[config.mk]
export PLATFORM = sky130hd
export DESIGN_NAME = config_line_cleaner
export DESIGN_NICKNAME = d
export VERILOG_FILES = /design/src/rtl/core/clc_pkg.sv /design/src/rtl/core/clc_step.sv /design/src/rtl/core/clc_queue.sv /design/src/rtl/core/config_line_cleaner.sv
export SDC_FILE = /design/constraint.sdc
export NUM_CORES = 1
export LEC_CHECK = 0
export BUFFER_PORTS_ARGS = -buffer_cell sky130_fd_sc_hd__buf_4
export CAP_MARGIN = 0
export CORE_MARGIN = 3
export CORE_UTILIZATION = 55
export CTS_CLUSTER_SIZE = 40
export DETAILED_ROUTE_END_ITERATION = 8
export PLACE_DENSITY = 0.76
export RECOVER_POWER = 25
export SYNTH_ARGS = -nofsm -noshare
export SYNTH_HDL_FRONTEND = slang
export SYNTH_HIERARCHICAL = 1
export SYNTH_SLANG_ARGS = --single-unit
[constraint.sdc]
create_clock -name clk_i -period 3.9 [get_ports clk_i]
set_input_delay 0.585 -clock clk_i [delete_from_list [all_inputs] [get_ports clk_i]]
set_output_delay 0.585 -clock clk_i [all_outputs]
set_load 0.02 [all_outputs]
[src/rtl/core/clc_pkg.sv]
`default_nettype none
// ----------------------------------------------------------------------------
// clc_pkg
// Shared types and constants of the configuration line cleaner.
// ----------------------------------------------------------------------------
package clc_pkg;

  localparam int unsigned QueueDepth = 4;

  localparam logic [7:0] ChHash      = 8'h23;
  localparam logic [7:0] ChNewline   = 8'h0a;
  localparam logic [7:0] ChTab       = 8'h09;
  localparam logic [7:0] ChSpace     = 8'h20;
  localparam logic [7:0] ChDquote    = 8'h22;
  localparam logic [7:0] ChBackslash = 8'h5c;
  localparam logic [7:0] ChSquote    = 8'h27;

  typedef enum logic [2:0] {
    MODE_START   = 3'd0,
    MODE_HEADCMT = 3'd1,
    MODE_LINE    = 3'd2,
    MODE_MIDCMT  = 3'd3,
    MODE_ESCAPE  = 3'd4,
    MODE_NEWLINE = 3'd5
  } scan_mode_e;

  typedef enum logic [1:0] {
    Q_NONE   = 2'd0,
    Q_DOUBLE = 2'd1,
    Q_SINGLE = 2'd2
  } quote_e;

  typedef struct packed {
    logic [7:0] in_byte;
    logic       end_of_text;
  } in_word_t;

  typedef struct packed {
    logic [7:0] out_char;
    logic       line_end;
    logic       last;
  } out_word_t;

  typedef struct packed {
    scan_mode_e scan_mode;
    quote_e     open_quote;
    logic       line_nonempty;
    logic       comment_prev_backslash;
  } clc_state_t;

  typedef struct packed {
    logic [1:0] cnt;
    out_word_t  w0;
    out_word_t  w1;
  } clc_res_t;

endpackage
`default_nettype wire

[src/rtl/core/clc_step.sv]
`default_nettype none
// ----------------------------------------------------------------------------
// clc_step
// Next state and up to two result words for one input byte.
// ----------------------------------------------------------------------------
module clc_step (
  input  wire logic               sq_en_i,
  input  wire clc_pkg::clc_state_t state_i,
  input  wire clc_pkg::in_word_t   word_i,
  output clc_pkg::clc_state_t      state_o,
  output clc_pkg::clc_res_t        res_o
);

  typedef struct packed {
    clc_pkg::clc_state_t st;
    clc_pkg::clc_res_t   res;
  } step_t;

  function automatic step_t put(step_t x, logic [7:0] ch, logic e);
    step_t y;
    y = x;
    if (y.res.cnt == 2'd0) begin
      y.res.w0 = '{out_char: ch, line_end: e, last: 1'b0};
      y.res.cnt = 2'd1;
    end else if (y.res.cnt == 2'd1) begin
      y.res.w1 = '{out_char: ch, line_end: e, last: 1'b0};
      y.res.cnt = 2'd2;
    end
    if (!e) begin
      y.st.line_nonempty = 1'b1;
    end
    return y;
  endfunction

  function automatic step_t finish_line(step_t x);
    step_t y;
    y = x;
    if (y.st.line_nonempty) begin
      y = put(y, 8'h00, 1'b1);
    end
    y.st.line_nonempty = 1'b0;
    y.st.open_quote = clc_pkg::Q_NONE;
    y.st.comment_prev_backslash = 1'b0;
    return y;
  endfunction

  function automatic step_t in_line(step_t x, logic [7:0] c, logic sq);
    step_t y;
    logic  close_hit;
    y = x;
    close_hit = (y.st.open_quote == clc_pkg::Q_DOUBLE && c == clc_pkg::ChDquote) ||
                (y.st.open_quote == clc_pkg::Q_SINGLE && c == clc_pkg::ChSquote);
    if (close_hit) begin
      y.st.open_quote = clc_pkg::Q_NONE;
      y = put(y, c, 1'b0);
    end else if (c == clc_pkg::ChHash && y.st.open_quote == clc_pkg::Q_NONE) begin
      y.st.scan_mode = clc_pkg::MODE_MIDCMT;
      y.st.comment_prev_backslash = 1'b0;
    end else if (c == clc_pkg::ChNewline && y.st.open_quote == clc_pkg::Q_NONE) begin
      y.st.scan_mode = clc_pkg::MODE_NEWLINE;
    end else if (c == clc_pkg::ChBackslash) begin
      y.st.scan_mode = clc_pkg::MODE_ESCAPE;
    end else begin
      if (y.st.open_quote == clc_pkg::Q_NONE) begin
        if (c == clc_pkg::ChDquote) begin
          y.st.open_quote = clc_pkg::Q_DOUBLE;
        end else if (c == clc_pkg::ChSquote && sq) begin
          y.st.open_quote = clc_pkg::Q_SINGLE;
        end
      end
      y = put(y, c, 1'b0);
    end
    return y;
  endfunction

  function automatic step_t line_start(step_t x, logic [7:0] c, logic sq);
    step_t y;
    y = x;
    if (c == clc_pkg::ChSpace || c == clc_pkg::ChTab || c == clc_pkg::ChNewline) begin
      y.st.scan_mode = clc_pkg::MODE_START;
    end else if (c == clc_pkg::ChHash) begin
      y.st.scan_mode = clc_pkg::MODE_HEADCMT;
    end else begin
      y.st.scan_mode = clc_pkg::MODE_LINE;
      y = in_line(y, c, sq);
    end
    return y;
  endfunction

  always_comb begin
    step_t      x;
    logic [7:0] c;
    c = word_i.in_byte;
    x.st = state_i;
    x.res = '0;
    if (word_i.end_of_text) begin
      if (x.st.scan_mode == clc_pkg::MODE_ESCAPE) begin
        x = put(x, clc_pkg::ChBackslash, 1'b0);
      end
      if (x.st.scan_mode == clc_pkg::MODE_LINE || x.st.scan_mode == clc_pkg::MODE_MIDCMT ||
          x.st.scan_mode == clc_pkg::MODE_ESCAPE || x.st.scan_mode == clc_pkg::MODE_NEWLINE) begin
        x = finish_line(x);
      end
      x.st.scan_mode = clc_pkg::MODE_START;
      x.st.open_quote = clc_pkg::Q_NONE;
      x.st.line_nonempty = 1'b0;
      x.st.comment_prev_backslash = 1'b0;
    end else begin
      unique case (x.st.scan_mode)
        clc_pkg::MODE_HEADCMT: begin
          if (c == clc_pkg::ChNewline) begin
            x.st.scan_mode = clc_pkg::MODE_START;
          end
        end
        clc_pkg::MODE_LINE: begin
          x = in_line(x, c, sq_en_i);
        end
        clc_pkg::MODE_MIDCMT: begin
          if (c == clc_pkg::ChNewline) begin
            if (x.st.comment_prev_backslash) begin
              x.st.comment_prev_backslash = 1'b0;
              x.st.scan_mode = clc_pkg::MODE_LINE;
            end else begin
              x = finish_line(x);
              x.st.scan_mode = clc_pkg::MODE_START;
            end
          end else begin
            x.st.comment_prev_backslash = (c == clc_pkg::ChBackslash);
          end
        end
        clc_pkg::MODE_ESCAPE: begin
          x.st.scan_mode = clc_pkg::MODE_LINE;
          if (c == clc_pkg::ChNewline) begin
            x.st.scan_mode = clc_pkg::MODE_LINE;
          end else if (c == clc_pkg::ChHash && x.st.open_quote == clc_pkg::Q_NONE) begin
            x = put(x, clc_pkg::ChHash, 1'b0);
          end else begin
            x = put(x, clc_pkg::ChBackslash, 1'b0);
            x = put(x, c, 1'b0);
          end
        end
        clc_pkg::MODE_NEWLINE: begin
          if (c == clc_pkg::ChSpace || c == clc_pkg::ChTab) begin
            x.st.scan_mode = clc_pkg::MODE_LINE;
            x = put(x, c, 1'b0);
          end else begin
            x = finish_line(x);
            x = line_start(x, c, sq_en_i);
          end
        end
        default: begin
          x = line_start(x, c, sq_en_i);
        end
      endcase
    end
    if (x.res.cnt == 2'd1) begin
      x.res.w0.last = 1'b1;
    end else if (x.res.cnt == 2'd2) begin
      x.res.w1.last = 1'b1;
    end
    state_o = x.st;
    res_o = x.res;
  end

endmodule
`default_nettype wire

[src/rtl/core/clc_queue.sv]
`default_nettype none
// ----------------------------------------------------------------------------
// clc_queue
// Result queue: takes up to two words a cycle, hands out one.
// ----------------------------------------------------------------------------
module clc_queue #(
  parameter int unsigned Depth = clc_pkg::QueueDepth
) (
  input  wire logic              clk_i,
  input  wire logic              rst_ni,
  input  wire clc_pkg::clc_res_t push_i,
  input  wire logic              pop_i,
  output logic                   room_o,
  output logic                   valid_o,
  output clc_pkg::out_word_t     word_o
);

  localparam int unsigned PtrW = (Depth > 1) ? $clog2(Depth) : 1;
  localparam int unsigned CntW = $clog2(Depth + 1);

  clc_pkg::out_word_t mem_q [Depth];
  logic [PtrW-1:0]    wr_q, wr_d, rd_q, rd_d, wr_nx;
  logic [CntW-1:0]    cnt_q, cnt_d;

  always_comb begin
    wr_nx = (wr_q == PtrW'(Depth - 1)) ? '0 : wr_q + 1'b1;
    wr_d = wr_q;
    if (push_i.cnt == 2'd1) begin
      wr_d = wr_nx;
    end else if (push_i.cnt == 2'd2) begin
      wr_d = (wr_nx == PtrW'(Depth - 1)) ? '0 : wr_nx + 1'b1;
    end
    rd_d = rd_q;
    if (pop_i) begin
      rd_d = (rd_q == PtrW'(Depth - 1)) ? '0 : rd_q + 1'b1;
    end
    cnt_d = cnt_q + CntW'(push_i.cnt) - CntW'(pop_i);
  end

  assign room_o  = cnt_q <= CntW'(Depth - 2);
  assign valid_o = cnt_q != '0;
  assign word_o  = mem_q[rd_q];

  always_ff @(posedge clk_i) begin
    if (push_i.cnt != 2'd0) begin
      mem_q[wr_q] <= push_i.w0;
    end
    if (push_i.cnt == 2'd2) begin
      mem_q[wr_nx] <= push_i.w1;
    end
  end

  always_ff @(posedge clk_i or negedge rst_ni) begin
    if (!rst_ni) begin
      wr_q  <= '0;
      rd_q  <= '0;
      cnt_q <= '0;
    end else begin
      wr_q  <= wr_d;
      rd_q  <= rd_d;
      cnt_q <= cnt_d;
    end
  end

endmodule
`default_nettype wire

[src/rtl/core/config_line_cleaner.sv]
`default_nettype none
// ----------------------------------------------------------------------------
// config_line_cleaner
// Cleans a configuration text byte stream into logical line characters.
// ----------------------------------------------------------------------------
// One text byte per input word; each byte yields zero, one or two result
// words, a line-end word closing every nonempty line. A byte is taken into
// an input register and processed once the result queue has room; its
// results are then written into a result queue of QueueDepth words (four by
// default), from which the output port offers them. Input is accepted every
// cycle while the queue has room for two words; the sustained rate is set
// by the single result port at one result word per cycle while the output
// is not stalled. The quote option register is written over its own port,
// which is always ready.
// ----------------------------------------------------------------------------
module config_line_cleaner #(
  parameter int unsigned QueueDepth = clc_pkg::QueueDepth
) (
  input  wire logic              clk_i,
  input  wire logic              rst_ni,
  input  wire logic              cfg_valid_i,
  output logic                   cfg_ready_o,
  input  wire logic              cfg_data_i,
  input  wire logic              in_valid_i,
  output logic                   in_stall_o,
  input  wire clc_pkg::in_word_t in_i,
  output logic                   out_valid_o,
  input  wire logic              out_stall_i,
  output clc_pkg::out_word_t     out_o
);

  logic                sq_en_q;
  logic                in_valid_q;
  clc_pkg::in_word_t   in_q;
  clc_pkg::clc_state_t state_q, state_d;
  clc_pkg::clc_res_t   res, push;
  logic                room, proc;

  assign cfg_ready_o = 1'b1;
  assign proc        = in_valid_q & room;
  assign in_stall_o  = in_valid_q & ~room;

  clc_step u_step (
    .sq_en_i (sq_en_q),
    .state_i (state_q),
    .word_i  (in_q),
    .state_o (state_d),
    .res_o   (res)
  );

  always_comb begin
    push = res;
    if (!proc) begin
      push.cnt = 2'd0;
    end
  end

  clc_queue #(
    .Depth (QueueDepth)
  ) u_queue (
    .clk_i   (clk_i),
    .rst_ni  (rst_ni),
    .push_i  (push),
    .pop_i   (out_valid_o & ~out_stall_i),
    .room_o  (room),
    .valid_o (out_valid_o),
    .word_o  (out_o)
  );

  always_ff @(posedge clk_i) begin
    if (in_valid_i && !in_stall_o) begin
      in_q <= in_i;
    end
  end

  always_ff @(posedge clk_i or negedge rst_ni) begin
    if (!rst_ni) begin
      sq_en_q    <= 1'b0;
      in_valid_q <= 1'b0;
      state_q    <= '{scan_mode: clc_pkg::MODE_START, open_quote: clc_pkg::Q_NONE,
                      line_nonempty: 1'b0, comment_prev_backslash: 1'b0};
    end else begin
      if (cfg_valid_i && cfg_ready_o) begin
        sq_en_q <= cfg_data_i;
      end
      if (!in_stall_o) begin
        in_valid_q <= in_valid_i;
      end
      if (proc) begin
        state_q <= state_d;
      end
    end
  end

endmodule
`default_nettype wire
==> qor.yml <==
leakage_nw: 1.94
grt_pass1_wl_um: 15500
postRouteAntennaNets: 0
yosys.cell_types.count: 76
path_cells: "nor3b_4 -> nand4_2 -> inv_1 -> ha_1 -> o31ai_1 -> a2111oi_2 -> a2111oi_2 -> inv_1 -> and3_2 -> inv_1 -> ha_1 -> nand2_1 -> buf_4 -> o21ai_0 -> buf_4"
dpl.hpwl_um: 7310
synth_seq_cells: 65
critPathKind: "reg -> reg"
final_common_cell: "mux2_2"
place_area_mm2: 0.00459
core_mm2: 0.00741
ir_drop_uv: 292
clk_pin_slew_ps: 80
clockBufferDepth: 2
cp_max_fo: 11
post_cts_buffers: 0
hold_violations: 0
finalInstanceArea_mm2: 0.00478
cts_resized: 0
crit_buf_inv: 5
insertion_delay_ps: 340
antenna_found_initial: 0
syn_nets: 385
wire_per_inst_um: 19.8
finalCritPeriodShare_pct: 93.3
synth_edf_count: 49
setup_viol: 0
drt_iter0_markers: 163
die_h_um: 94.1
nets: 421
grt.total_usage_pct: 23.8
synth_flop_cell: "edfxtp_1"
setup_tns_ps: 0
maxSlewHeadroom_pct: 36.0
grt_max_degree: 17
row_count: 31
seq_area_frac_synth_pct: 43.8
crit_required_ps: 3940
slowest_delay_ps: 510
synth_area_mm2: 0.00427
critical_path.endpoint_type: "register"
chipWidth_um: 94.1
finalPower_mw: 3.08
layout-drive-gt1-share_pct: 36.1
min_path_type: "in -> async"
root_buffer: "clkbuf_8"
rsz0062_at_grt: "no"
maxSlewViolCount: 0
h-tree-depth: 3
cts_tree: "built"
status: "completed"
gp_congestion: 0.954
final_cells: 495
port-buffer-count: 26
grt_pass1_vias: 2962
cpMostUsedCell: "inv_1"
io_pins: 28
drt_wl_total_um: 9810
synth_cells: 355
initial_core_util_pct: 57.7
max_cap_viol_count: 0
dp_cells: 479
vias: 3005
fin_crit_ps: 3640
worstMarginPinSlew_ps: 961
yosys_warnings: 6
hold_buffers: 0
power_density_mw_per_mm2: 644
via_per_inst: 6.07
overflow: 0
arrival_ps: 3680
async_reset_ff_share_pct: 24.6
skew_ps: 10.3
startpoint_type: "register"
dieArea_mm2: 0.00886
diodes: 0
synth.avg_cell_area_um2: 12.0
crit_slowest_cell: "edfxtp_1"
cts_sinks: 65
numCtsBuffers: 9
dr.pass1.iters: 4
syn2layout_area_growth_pct: 11.9
drc: 0
cp_top_family: "compound AO/OA/AOI/OAI gates"
maxClockFrequency_mhz: 275
layout_common_cells: "52 x mux2_2, 49 x edfxtp_1, 34 x buf_4"
[flip-flops by register name, indices dropped and copies added (netlist names)]
name,cells
u_queue/mem_q,40
in_q,9
state_q,7
u_queue/cnt_q,3
u_queue/rd_q,2
u_queue/wr_q,2
in_valid_q,1
sq_en_q,1
[cells in the mapped netlist (2+ instances only)]
cell type   n  area (um2)
nor2_1     17        63.8
edfxtp_1   49        1470
o21ai_0    12        60.1
mux2_2     52         586
xnor2_1     2        17.5
a22oi_1     3        22.5
o31ai_1     3        22.5
clkbuf_1    3        11.3
buf_6       3        33.8
buf_2       7        35.0
nor2b_1     4        25.0
nand3_1     7        35.0
and3_2      2        15.0
a31o_2      2        17.5
and2_2      2        15.0
o211ai_1    4        30.0
o21bai_1    2        15.0
buf_4       3        22.5
nand2b_1    3        18.8
a221oi_1    2        17.5
a211oi_1    2        15.0
and3_1      2        12.5
and2_1     13        81.3
a31oi_1     3        18.8
or3_1       2        12.5
a211oi_2    2        25.0
nand2_1    15        56.3
inv_1      21        78.8
nor3b_1     3        22.5
nor4_1      2        12.5
mux4_1      5         131
a21oi_1    15        75.1
clkbuf_8    2        27.5
ha_1       14         175
mux2i_1     2        20.0
nand3b_1    2        15.0
dfrtp_1    16         400
mux4_2      5         113
a2111oi_2   2        30.0
nor3_1      5        25.0
a21o_1      5        37.5
[metal layers]
metal  share of wire [%]  up-vias  GRT usage (%)
met1                  42     1467           29.0
met4                 2.9        0           11.4
li1                    -     1418              -
met2                  51       94           40.3
met3                 4.1       26           4.73
met5                   0        -              0
[power breakdown]
part / internal, mW / switching (mW) / total [mW]
Combinational: 0.661 / 0.736 / 1.40
Sequential: 0.941 / 0.176 / 1.12
Clock: 0.295 / 0.269 / 0.563
Total: 1.90 / 1.18 / 3.08
[cells by family (layout without fill, tap and decap cells)]
group / count (synthesis) / after routing / share of synthesized area (%)
AND/OR/NAND/NOR: 94 / 94 / 13.1
AO/OA/AOI/OAI: 73 / 73 / 12.9
flip-flops: 65 / 65 / 43.8
multiplexers: 64 / 64 / 19.9
buffers and inverters: 40 / 81 / 5.07
adder cells (fa/ha/maj): 15 / 15 / 4.57
XOR/XNOR: 3 / 3 / 0.615
other: 1 / 1 / 0.0878
[path summary, 6_finish.rpt]
kind / start / endpoint / slack (ps) / cells after the start
min in group clk_i: in_i[8] / in_q[8] / 440 / 1
max in group asynchronous: rst_ni / u_queue/cnt_q[2] / 2950 / 1
worst max register to register: in_q[6] / u_queue/mem_q[2][1] / 260 / 15
worst min register to register: sq_en_q / sq_en_q / 510 / 1
worst max-delay path: in_q[6] / u_queue/mem_q[2][1] / 260 / 15
worst min-delay path: rst_ni / u_queue/rd_q[1] / 360 / 1
[final cells by class]
class | instances | area (um2)
fillers | 598 | 2630
multi-input cells | 250 | 2180
flip-flops and latches | 65 | 1870
repair buffers | 44 | 327
clock buffers | 9 | 124
well taps | 99 | 124
inverters | 21 | 78.8
clock inverters | 7 | 71.3
[metrics by stage]
| stage | hold WS, ps | setup slack [ps] | util (%) |
|---|---|---|---|
| floorplan | 289 | 38.9 | - |
| global placement | 464 | 430 | 61.9 |
| detailed placement | 466 | 278 | 61.9 |
| CTS | 88.0 | 241 | 64.6 |
| global route | 414 | 16.0 | 64.5 |
| finish | 360 | 261 | 64.5 |
Note: power is estimated with default switching activity, not from simulation.
